### src/sv/m4inv_pkg.sv
// Shared types, constants and product sequencing for the 4x4 matrix inverse core.
`default_nettype none

package m4inv_pkg;

    localparam int DATA_WIDTH_DEF = 32;
    localparam int FRAC_BITS_DEF  = 16;
    localparam int IO_WIDTH       = 32;
    localparam int CHUNK          = 16;

    typedef enum logic [1:0] {
        BSRC_ELEM,
        BSRC_MINOR,
        BSRC_COF
    } bsrc_t;

    typedef enum logic [1:0] {
        DST_MINOR,
        DST_COF,
        DST_DET
    } dst_t;

    typedef enum logic [1:0] {
        PH_MINOR,
        PH_COF,
        PH_DET
    } phase_t;

    // One product term: a = element, b = element / 2x2 minor / cofactor
    typedef struct packed {
        logic [3:0] a_idx;
        logic [3:0] b_idx;
        bsrc_t      b_src;
        logic       sub;
        logic       first;
        logic       last;
        dst_t       dst;
        logic [3:0] dst_idx;
    } prod_op_t;

    typedef struct packed {
        logic       load;
        logic [3:0] wr_idx;
        logic       fetch;
        logic       loadb;
        logic       mul;
        logic       mul_first;
        logic       acc;
        logic       div_init;
        logic       div_step;
        logic       div_done;
        prod_op_t   op;
    } dp_cmd_t;

    // column pair (x < y) to minor slot
    function automatic logic [2:0] pair_idx(input logic [1:0] x, input logic [1:0] y);
        logic [2:0] p;
        begin
            unique case (x)
                2'd0:    p = {1'b0, y} - 3'd1;
                2'd1:    p = {1'b0, y} + 3'd1;
                default: p = 3'd5;
            endcase
            return p;
        end
    endfunction

    // k-th column of the three that remain when column c is dropped
    function automatic logic [1:0] col_skip(input logic [1:0] c, input logic [1:0] k);
        begin
            return (k < c) ? k : k + 2'd1;
        end
    endfunction

    function automatic prod_op_t op_decode(input phase_t ph, input logic [3:0] cnt,
                                           input logic [1:0] sub);
        prod_op_t   o;
        logic       bottom;
        logic [2:0] pi;
        logic [1:0] x, y, ra, rb, r, c, er, p, q;
        logic [3:0] base;
        begin
            o      = '0;
            bottom = 1'b0;
            pi     = 3'd0;
            x      = 2'd0;
            y      = 2'd1;
            ra     = 2'd0;
            rb     = 2'd0;
            r      = cnt[3:2];
            c      = cnt[1:0];
            er     = 2'd0;
            p      = 2'd0;
            q      = 2'd0;
            base   = 4'd0;
            unique case (ph)
                PH_MINOR:
                begin
                    // slots 0..5 use rows 2,3; slots 6..11 use rows 0,1
                    bottom = (cnt < 4'd6);
                    pi     = bottom ? cnt[2:0] : 3'(cnt - 4'd6);
                    unique case (pi)
                        3'd0:    begin x = 2'd0; y = 2'd1; end
                        3'd1:    begin x = 2'd0; y = 2'd2; end
                        3'd2:    begin x = 2'd0; y = 2'd3; end
                        3'd3:    begin x = 2'd1; y = 2'd2; end
                        3'd4:    begin x = 2'd1; y = 2'd3; end
                        default: begin x = 2'd2; y = 2'd3; end
                    endcase
                    ra        = bottom ? 2'd2 : 2'd0;
                    rb        = ra + 2'd1;
                    o.b_src   = BSRC_ELEM;
                    o.dst     = DST_MINOR;
                    o.dst_idx = cnt;
                    if (sub[0] == 1'b0)
                    begin
                        o.a_idx = {ra, x};
                        o.b_idx = {rb, y};
                        o.first = 1'b1;
                    end
                    else
                    begin
                        o.a_idx = {ra, y};
                        o.b_idx = {rb, x};
                        o.sub   = 1'b1;
                        o.last  = 1'b1;
                    end
                end
                PH_COF:
                begin
                    // rows 0,1 expand along the other top row with bottom minors;
                    // rows 2,3 along the other bottom row with top minors
                    er = r ^ 2'd1;
                    base = r[1] ? 4'd6 : 4'd0;
                    unique case (sub)
                        2'd0:    begin p = col_skip(c, 2'd1); q = col_skip(c, 2'd2); end
                        2'd1:    begin p = col_skip(c, 2'd0); q = col_skip(c, 2'd2); end
                        default: begin p = col_skip(c, 2'd0); q = col_skip(c, 2'd1); end
                    endcase
                    o.a_idx   = {er, col_skip(c, sub)};
                    o.b_idx   = base + {1'b0, pair_idx(p, q)};
                    o.b_src   = BSRC_MINOR;
                    o.sub     = sub[0] ^ r[0] ^ c[0];
                    o.first   = (sub == 2'd0);
                    o.last    = (sub == 2'd2);
                    o.dst     = DST_COF;
                    o.dst_idx = cnt;
                end
                default:
                begin
                    o.a_idx   = {2'd0, cnt[1:0]};
                    o.b_idx   = {2'd0, cnt[1:0]};
                    o.b_src   = BSRC_COF;
                    o.first   = (cnt[1:0] == 2'd0);
                    o.last    = (cnt[1:0] == 2'd3);
                    o.dst     = DST_DET;
                    o.dst_idx = cnt;
                end
            endcase
            return o;
        end
    endfunction

endpackage

`default_nettype wire

### src/sv/m4inv_ctrl.sv
// Controller: load counting, product sequencing, divide and output handshake.
`default_nettype none

module m4inv_ctrl
    import m4inv_pkg::*;
#(
    parameter int DATA_WIDTH = DATA_WIDTH_DEF,
    parameter int FRAC_BITS  = FRAC_BITS_DEF
)
(
    input  wire logic    clk,
    input  wire logic    rst_n,
    input  wire logic    element_valid,
    output logic         element_ready,
    input  wire logic    det_zero,
    output dp_cmd_t      cmd,
    output logic         inverse_valid,
    input  wire logic    inverse_ready,
    output logic         last_flag
);

    localparam int W   = DATA_WIDTH;
    localparam int CW  = 3 * W + 3;
    localparam int NCH = (CW + CHUNK - 1) / CHUNK;
    localparam int NW  = CW + 2 * FRAC_BITS;
    localparam int CCW = $clog2(NCH);
    localparam int DCW = $clog2(NW);

    typedef enum logic [3:0] {
        S_LOAD,
        S_FETCH,
        S_LOADB,
        S_MUL,
        S_ACC,
        S_DINIT,
        S_DIV,
        S_ROUND,
        S_EMIT
    } state_t;

    state_t         state_reg, state_next;
    logic [3:0]     load_cnt_reg, load_cnt_next;
    phase_t         phase_reg, phase_next;
    logic [3:0]     cnt_reg, cnt_next;
    logic [1:0]     sub_reg, sub_next;
    logic [CCW-1:0] chunk_cnt_reg, chunk_cnt_next;
    logic [DCW-1:0] div_cnt_reg, div_cnt_next;
    logic [3:0]     out_idx_reg, out_idx_next;
    logic           valid_reg, valid_next;
    logic           last_reg, last_next;
    prod_op_t       op;

    always_comb
    begin
        op = op_decode(phase_reg, cnt_reg, sub_reg);
        // during divide setup the b index selects cofactor (col, row) for a transpose
        if (state_reg == S_DINIT)
        begin
            op.b_idx = {out_idx_reg[1:0], out_idx_reg[3:2]};
        end
    end

    always_comb
    begin
        state_next     = state_reg;
        load_cnt_next  = load_cnt_reg;
        phase_next     = phase_reg;
        cnt_next       = cnt_reg;
        sub_next       = sub_reg;
        chunk_cnt_next = chunk_cnt_reg;
        div_cnt_next   = div_cnt_reg;
        out_idx_next   = out_idx_reg;
        valid_next     = valid_reg;
        last_next      = last_reg;

        cmd           = '0;
        cmd.op        = op;
        cmd.wr_idx    = load_cnt_reg;
        cmd.mul_first = (chunk_cnt_reg == CCW'(0));

        unique case (state_reg)
            S_LOAD:
            begin
                if (element_valid)
                begin
                    cmd.load      = 1'b1;
                    load_cnt_next = load_cnt_reg + 4'd1;
                    if (load_cnt_reg == 4'd15)
                    begin
                        phase_next = PH_MINOR;
                        cnt_next   = 4'd0;
                        sub_next   = 2'd0;
                        state_next = S_FETCH;
                    end
                end
            end
            S_FETCH:
            begin
                cmd.fetch  = 1'b1;
                state_next = S_LOADB;
            end
            S_LOADB:
            begin
                cmd.loadb      = 1'b1;
                chunk_cnt_next = '0;
                state_next     = S_MUL;
            end
            S_MUL:
            begin
                cmd.mul = 1'b1;
                if (chunk_cnt_reg == CCW'(NCH - 1))
                begin
                    state_next = S_ACC;
                end
                else
                begin
                    chunk_cnt_next = chunk_cnt_reg + CCW'(1);
                end
            end
            S_ACC:
            begin
                cmd.acc    = 1'b1;
                state_next = S_FETCH;
                unique case (phase_reg)
                    PH_MINOR:
                    begin
                        if (sub_reg == 2'd1)
                        begin
                            sub_next = 2'd0;
                            if (cnt_reg == 4'd11)
                            begin
                                phase_next = PH_COF;
                                cnt_next   = 4'd0;
                            end
                            else
                            begin
                                cnt_next = cnt_reg + 4'd1;
                            end
                        end
                        else
                        begin
                            sub_next = 2'd1;
                        end
                    end
                    PH_COF:
                    begin
                        if (sub_reg == 2'd2)
                        begin
                            sub_next = 2'd0;
                            if (cnt_reg == 4'd15)
                            begin
                                phase_next = PH_DET;
                                cnt_next   = 4'd0;
                            end
                            else
                            begin
                                cnt_next = cnt_reg + 4'd1;
                            end
                        end
                        else
                        begin
                            sub_next = sub_reg + 2'd1;
                        end
                    end
                    default:
                    begin
                        if (cnt_reg == 4'd3)
                        begin
                            out_idx_next = 4'd0;
                            state_next   = S_DINIT;
                        end
                        else
                        begin
                            cnt_next = cnt_reg + 4'd1;
                        end
                    end
                endcase
            end
            S_DINIT:
            begin
                cmd.div_init = 1'b1;
                div_cnt_next = '0;
                state_next   = det_zero ? S_ROUND : S_DIV;
            end
            S_DIV:
            begin
                cmd.div_step = 1'b1;
                if (div_cnt_reg == DCW'(NW - 1))
                begin
                    state_next = S_ROUND;
                end
                else
                begin
                    div_cnt_next = div_cnt_reg + DCW'(1);
                end
            end
            S_ROUND:
            begin
                cmd.div_done = 1'b1;
                valid_next   = 1'b1;
                last_next    = (out_idx_reg == 4'd15);
                state_next   = S_EMIT;
            end
            default:
            begin
                if (inverse_ready)
                begin
                    valid_next = 1'b0;
                    if (out_idx_reg == 4'd15)
                    begin
                        state_next = S_LOAD;
                    end
                    else
                    begin
                        out_idx_next = out_idx_reg + 4'd1;
                        state_next   = S_DINIT;
                    end
                end
            end
        endcase
    end

    always_ff @(posedge clk or negedge rst_n)
    begin
        if (!rst_n)
        begin
            state_reg     <= S_LOAD;
            load_cnt_reg  <= '0;
            phase_reg     <= PH_MINOR;
            cnt_reg       <= '0;
            sub_reg       <= '0;
            chunk_cnt_reg <= '0;
            div_cnt_reg   <= '0;
            out_idx_reg   <= '0;
            valid_reg     <= 1'b0;
            last_reg      <= 1'b0;
        end
        else
        begin
            state_reg     <= state_next;
            load_cnt_reg  <= load_cnt_next;
            phase_reg     <= phase_next;
            cnt_reg       <= cnt_next;
            sub_reg       <= sub_next;
            chunk_cnt_reg <= chunk_cnt_next;
            div_cnt_reg   <= div_cnt_next;
            out_idx_reg   <= out_idx_next;
            valid_reg     <= valid_next;
            last_reg      <= last_next;
        end
    end

    assign element_ready = (state_reg == S_LOAD);
    assign inverse_valid = valid_reg;
    assign last_flag     = last_reg;

endmodule

`default_nettype wire

### config.mk
export PLATFORM = sky130hd
export DESIGN_NAME = m4inv_ctrl
export DESIGN_NICKNAME = d
export VERILOG_FILES = /design/src/sv/m4inv_pkg.sv /design/src/sv/m4inv_ctrl.sv
export SDC_FILE = /design/constraint.sdc
export NUM_CORES = 1
export LEC_CHECK = 0
export BUFFER_PORTS_ARGS = -buffer_cell sky130_fd_sc_hd__buf_2
export CORE_ASPECT_RATIO = 1.75
export CORE_MARGIN = 3
export CORE_UTILIZATION = 57
export DETAILED_ROUTE_END_ITERATION = 8
export PLACE_DENSITY = 0.82
export SLEW_MARGIN = 30
export SYNTH_ARGS = -nofsm -noshare
export SYNTH_HDL_FRONTEND = slang
export SYNTH_SLANG_ARGS = --single-unit
### constraint.sdc
create_clock -name clk -period 4.2 [get_ports clk]
set_input_delay 0.63 -clock clk [delete_from_list [all_inputs] [get_ports clk]]
set_output_delay 0.63 -clock clk [all_outputs]
set_load 0.005 [all_outputs]
==> reports/qor.txt <==
outcome - finished, final reports clean
Max Slew Vio Count - 0
Seq/Total Area, Yosys - 0.321
Pwr Density - 674 nW/um2
top-count cell post-synth - dfrtp_1
Syn Area/Cell - 8.74 um2
worst min path class - primary input to asynchronous set/reset pin
H-tree Lvls - 2
Adder-Cell Fraction of Synth Area - 0.0974
fill cell count - 385
top post-synthesis cells by area - dfrtp_1, ha_1, nand2_1
DIE HEIGHT - 94.8 um
Cell Rows - 31
final setup violation count - 0
clk_lat worst skew - 280 ps
cell taking the most area after synthesis - dfrtp_1
Lkg Pwr - 1.38 nW
sw frac - 0.435
DR WL/cell - 16.5 um
Synth Area in Simple Gates - 0.228
DRT Pass-1 Iters - 5
Layout Nets - 348
WP data required - 3570 ps
via density per instance - 6.19
dominant synthesized flop cell - dfrtp_1
routability cong. - 0.941
number of flops mapped to enable cells by yosys - 0
max FFs per register - 8
grt total ovfl - 0
syn_nets - 317
unrepaired setup endpoints after global routing - no
root buffer cell - clkbuf_8
Post-synth top cells - dfrtp_1, nand2_1, nor2_1
nature of the critical path startpoint - flip-flop
Slew @ Worst Pin - 746 ps
Internal Power - 1.10 mW
FF/Latch Area - 826 um2
Starting Density - 0.608
proportion of synthesized area in mux cells - 0.0297
die width - 56.7 um
ys async rst share - 1.00
antenna violations before repair - 0
area grow syn2layout - 12.6%
Post-Synth XOR/XNOR Area - 0.0546
CTS resizes - 0
CP max FO - 8
clock group share of total power - 0.160
combinational power share - 0.541
DR iter-0 viols - 66
largest family of logic cells by synthesized area - simple AND/OR/NAND/NOR gates
drt drc - 0
CTS tree - yes
vias in the first global route - 2,169
Num CTS Buffers - 5
max cap viols - 0
Core ar. - 4230 um2
GRT Util Overall - 0.233
footprint of the multi-input gates - 1580 um2
setup bufs post-CTS - 0
Yosys cell types - 65
Post-Syn Area - 2570 um2
Slew HR - 0.503
compound-cell area share of the yosys netlist - 0.205
Syn Inst Count - 294
Critical Path AT - 3300 ps
DP Worst Slack - 579 ps
n_diodes - 0
sequential share of power - 0.299
post-route ant nets - 0
Worst Setup End Kind - output port
Clock Path Buffers - 2
Die Area - 5380 um2
Routed Wire Length - 6.20 mm
largest net degree at the start of global routing - 34
I/O pin cnt - 40
Hold-fix buffers, CTS - 0
critical path type - flip-flop to output port
Peak Freq - 255 MHz
worst setup margin - 275 ps
Worst Skew - 9.29 ps
share of the synthesized area in the top cell type - 0.321
Final Hold Viols - 0
total number of vias - 2,321
switching power - 847 uW
Seq cells post-synth - 33
setup_tns - 0 ps
yosys warns - 0
Port Buffer Count - 39
share of layout cells above drive strength 1 - 0.212
fin crit period - 3930 ps
Post-DP HPWL - 4.63 mm
Reg clk slew, reported paths - 70 ps
Final period util - 0.935
first-pass GRT wire length - 9.85 mm
Worst VDD drop - 0.427 mV
Sink Count - 33
-- cell usage in the layout (no fill, tap or decap), drive strengths merged, types with 3 or more instances in the layout --
master,Yosys,final
a21boi,3,3
a21oi,13,13
a31oi,6,6
and2,3,3
and3,5,5
buf,8,45
clkbuf,13,7
dfrtp,33,33
ha,16,16
inv,17,17
mux2,5,5
nand2,29,29
nand2b,4,4
nand3,12,12
nand4,8,8
nor2,19,19
nor2b,7,7
nor3,4,4
nor3b,4,4
o211ai,4,4
o21ai,17,17
o21bai,4,4
xnor2,4,4
xor2,12,12
-- worst paths after layout --
path / slack (ps) / cells past startpoint / from / endpoint
min: 410 / 1 / rst_n / div_cnt_reg[6]
max reg2reg: 2140 / 6 / state_reg[3] / state_reg[0]
max in group asynchronous: 3310 / 1 / rst_n / load_cnt_reg[3]
max: 270 / 12 / sub_reg[1] / cmd[13]
min reg2reg: 490 / 2 / last_flag / last_flag
min in group clk: 490 / 2 / last_flag / last_flag
-- critical path, stage by stage, from the launching register on --
cell	delay [ps]
dfrtp_1	450
inv_1	110
ha_1	280
nor3_1	400
nor2_1	120
fa_1	420
xor2_1	140
nor2_1	50
a31oi_1	220
fa_1	450
o21ai_0	150
o21ai_0	90
buf_2	140
-- per-stage QoR --
stage	hold WS [ps]	total power [mW]	util	instances	cell area (um2)
after global routing	463	2.10	0.684	375	2890
after CTS	440	1.96	0.684	375	2890
after floorplan	334	1.30	-	294	2570
final	408	1.95	0.684	375	2890
after global placement	457	1.61	0.656	367	2780
after detailed placement	474	1.64	0.656	367	2780
-- logic make-up (layout without fill, tap and decap cells) --
| family | after synthesis | in the layout |
|---|---|---|
| AND/OR/NAND/NOR | 108 | 108 |
| AO/OA/AOI/OAI | 72 | 72 |
| buffers and inverters | 39 | 71 |
| flip-flops | 33 | 33 |
| adder cells (fa/ha/maj) | 19 | 19 |
| XOR/XNOR | 16 | 16 |
| multiplexers | 7 | 7 |
-- area by class of cell --
| cell class | count | share of cell area |
|---|---|---|
| inverter | 18 | 0.0234 |
| clock buffer | 7 | 0.0299 |
| multi-input combinational | 222 | 0.547 |
| sequential | 33 | 0.286 |
| clock inverter | 1 | 0.0104 |
| timing repair buffer | 45 | 0.0831 |
| tap | 49 | 0.0212 |
-- power groups by stage --
stage | Combinational [mW] | Sequential, mW | Clock (mW)
final | 1.05 | 0.583 | 0.312
after global routing | 1.17 | 0.603 | 0.330
after CTS | 1.06 | 0.582 | 0.315
after detailed placement | 1.05 | 0.587 | 0
after global placement | 1.03 | 0.576 | 0
after floorplan | 0.785 | 0.514 | 0
-- layer usage --
layer | vias to the layer above | track usage | wire length, um
met2 | 74 | 0.427 | 3340
met5 | - | 0 | 0
met4 | 0 | 0.143 | 291
met1 | 1112 | 0.248 | 2320
li1 | 1115 | - | -
met3 | 20 | 0.0287 | 245
(Power assumes the default switching activity.)
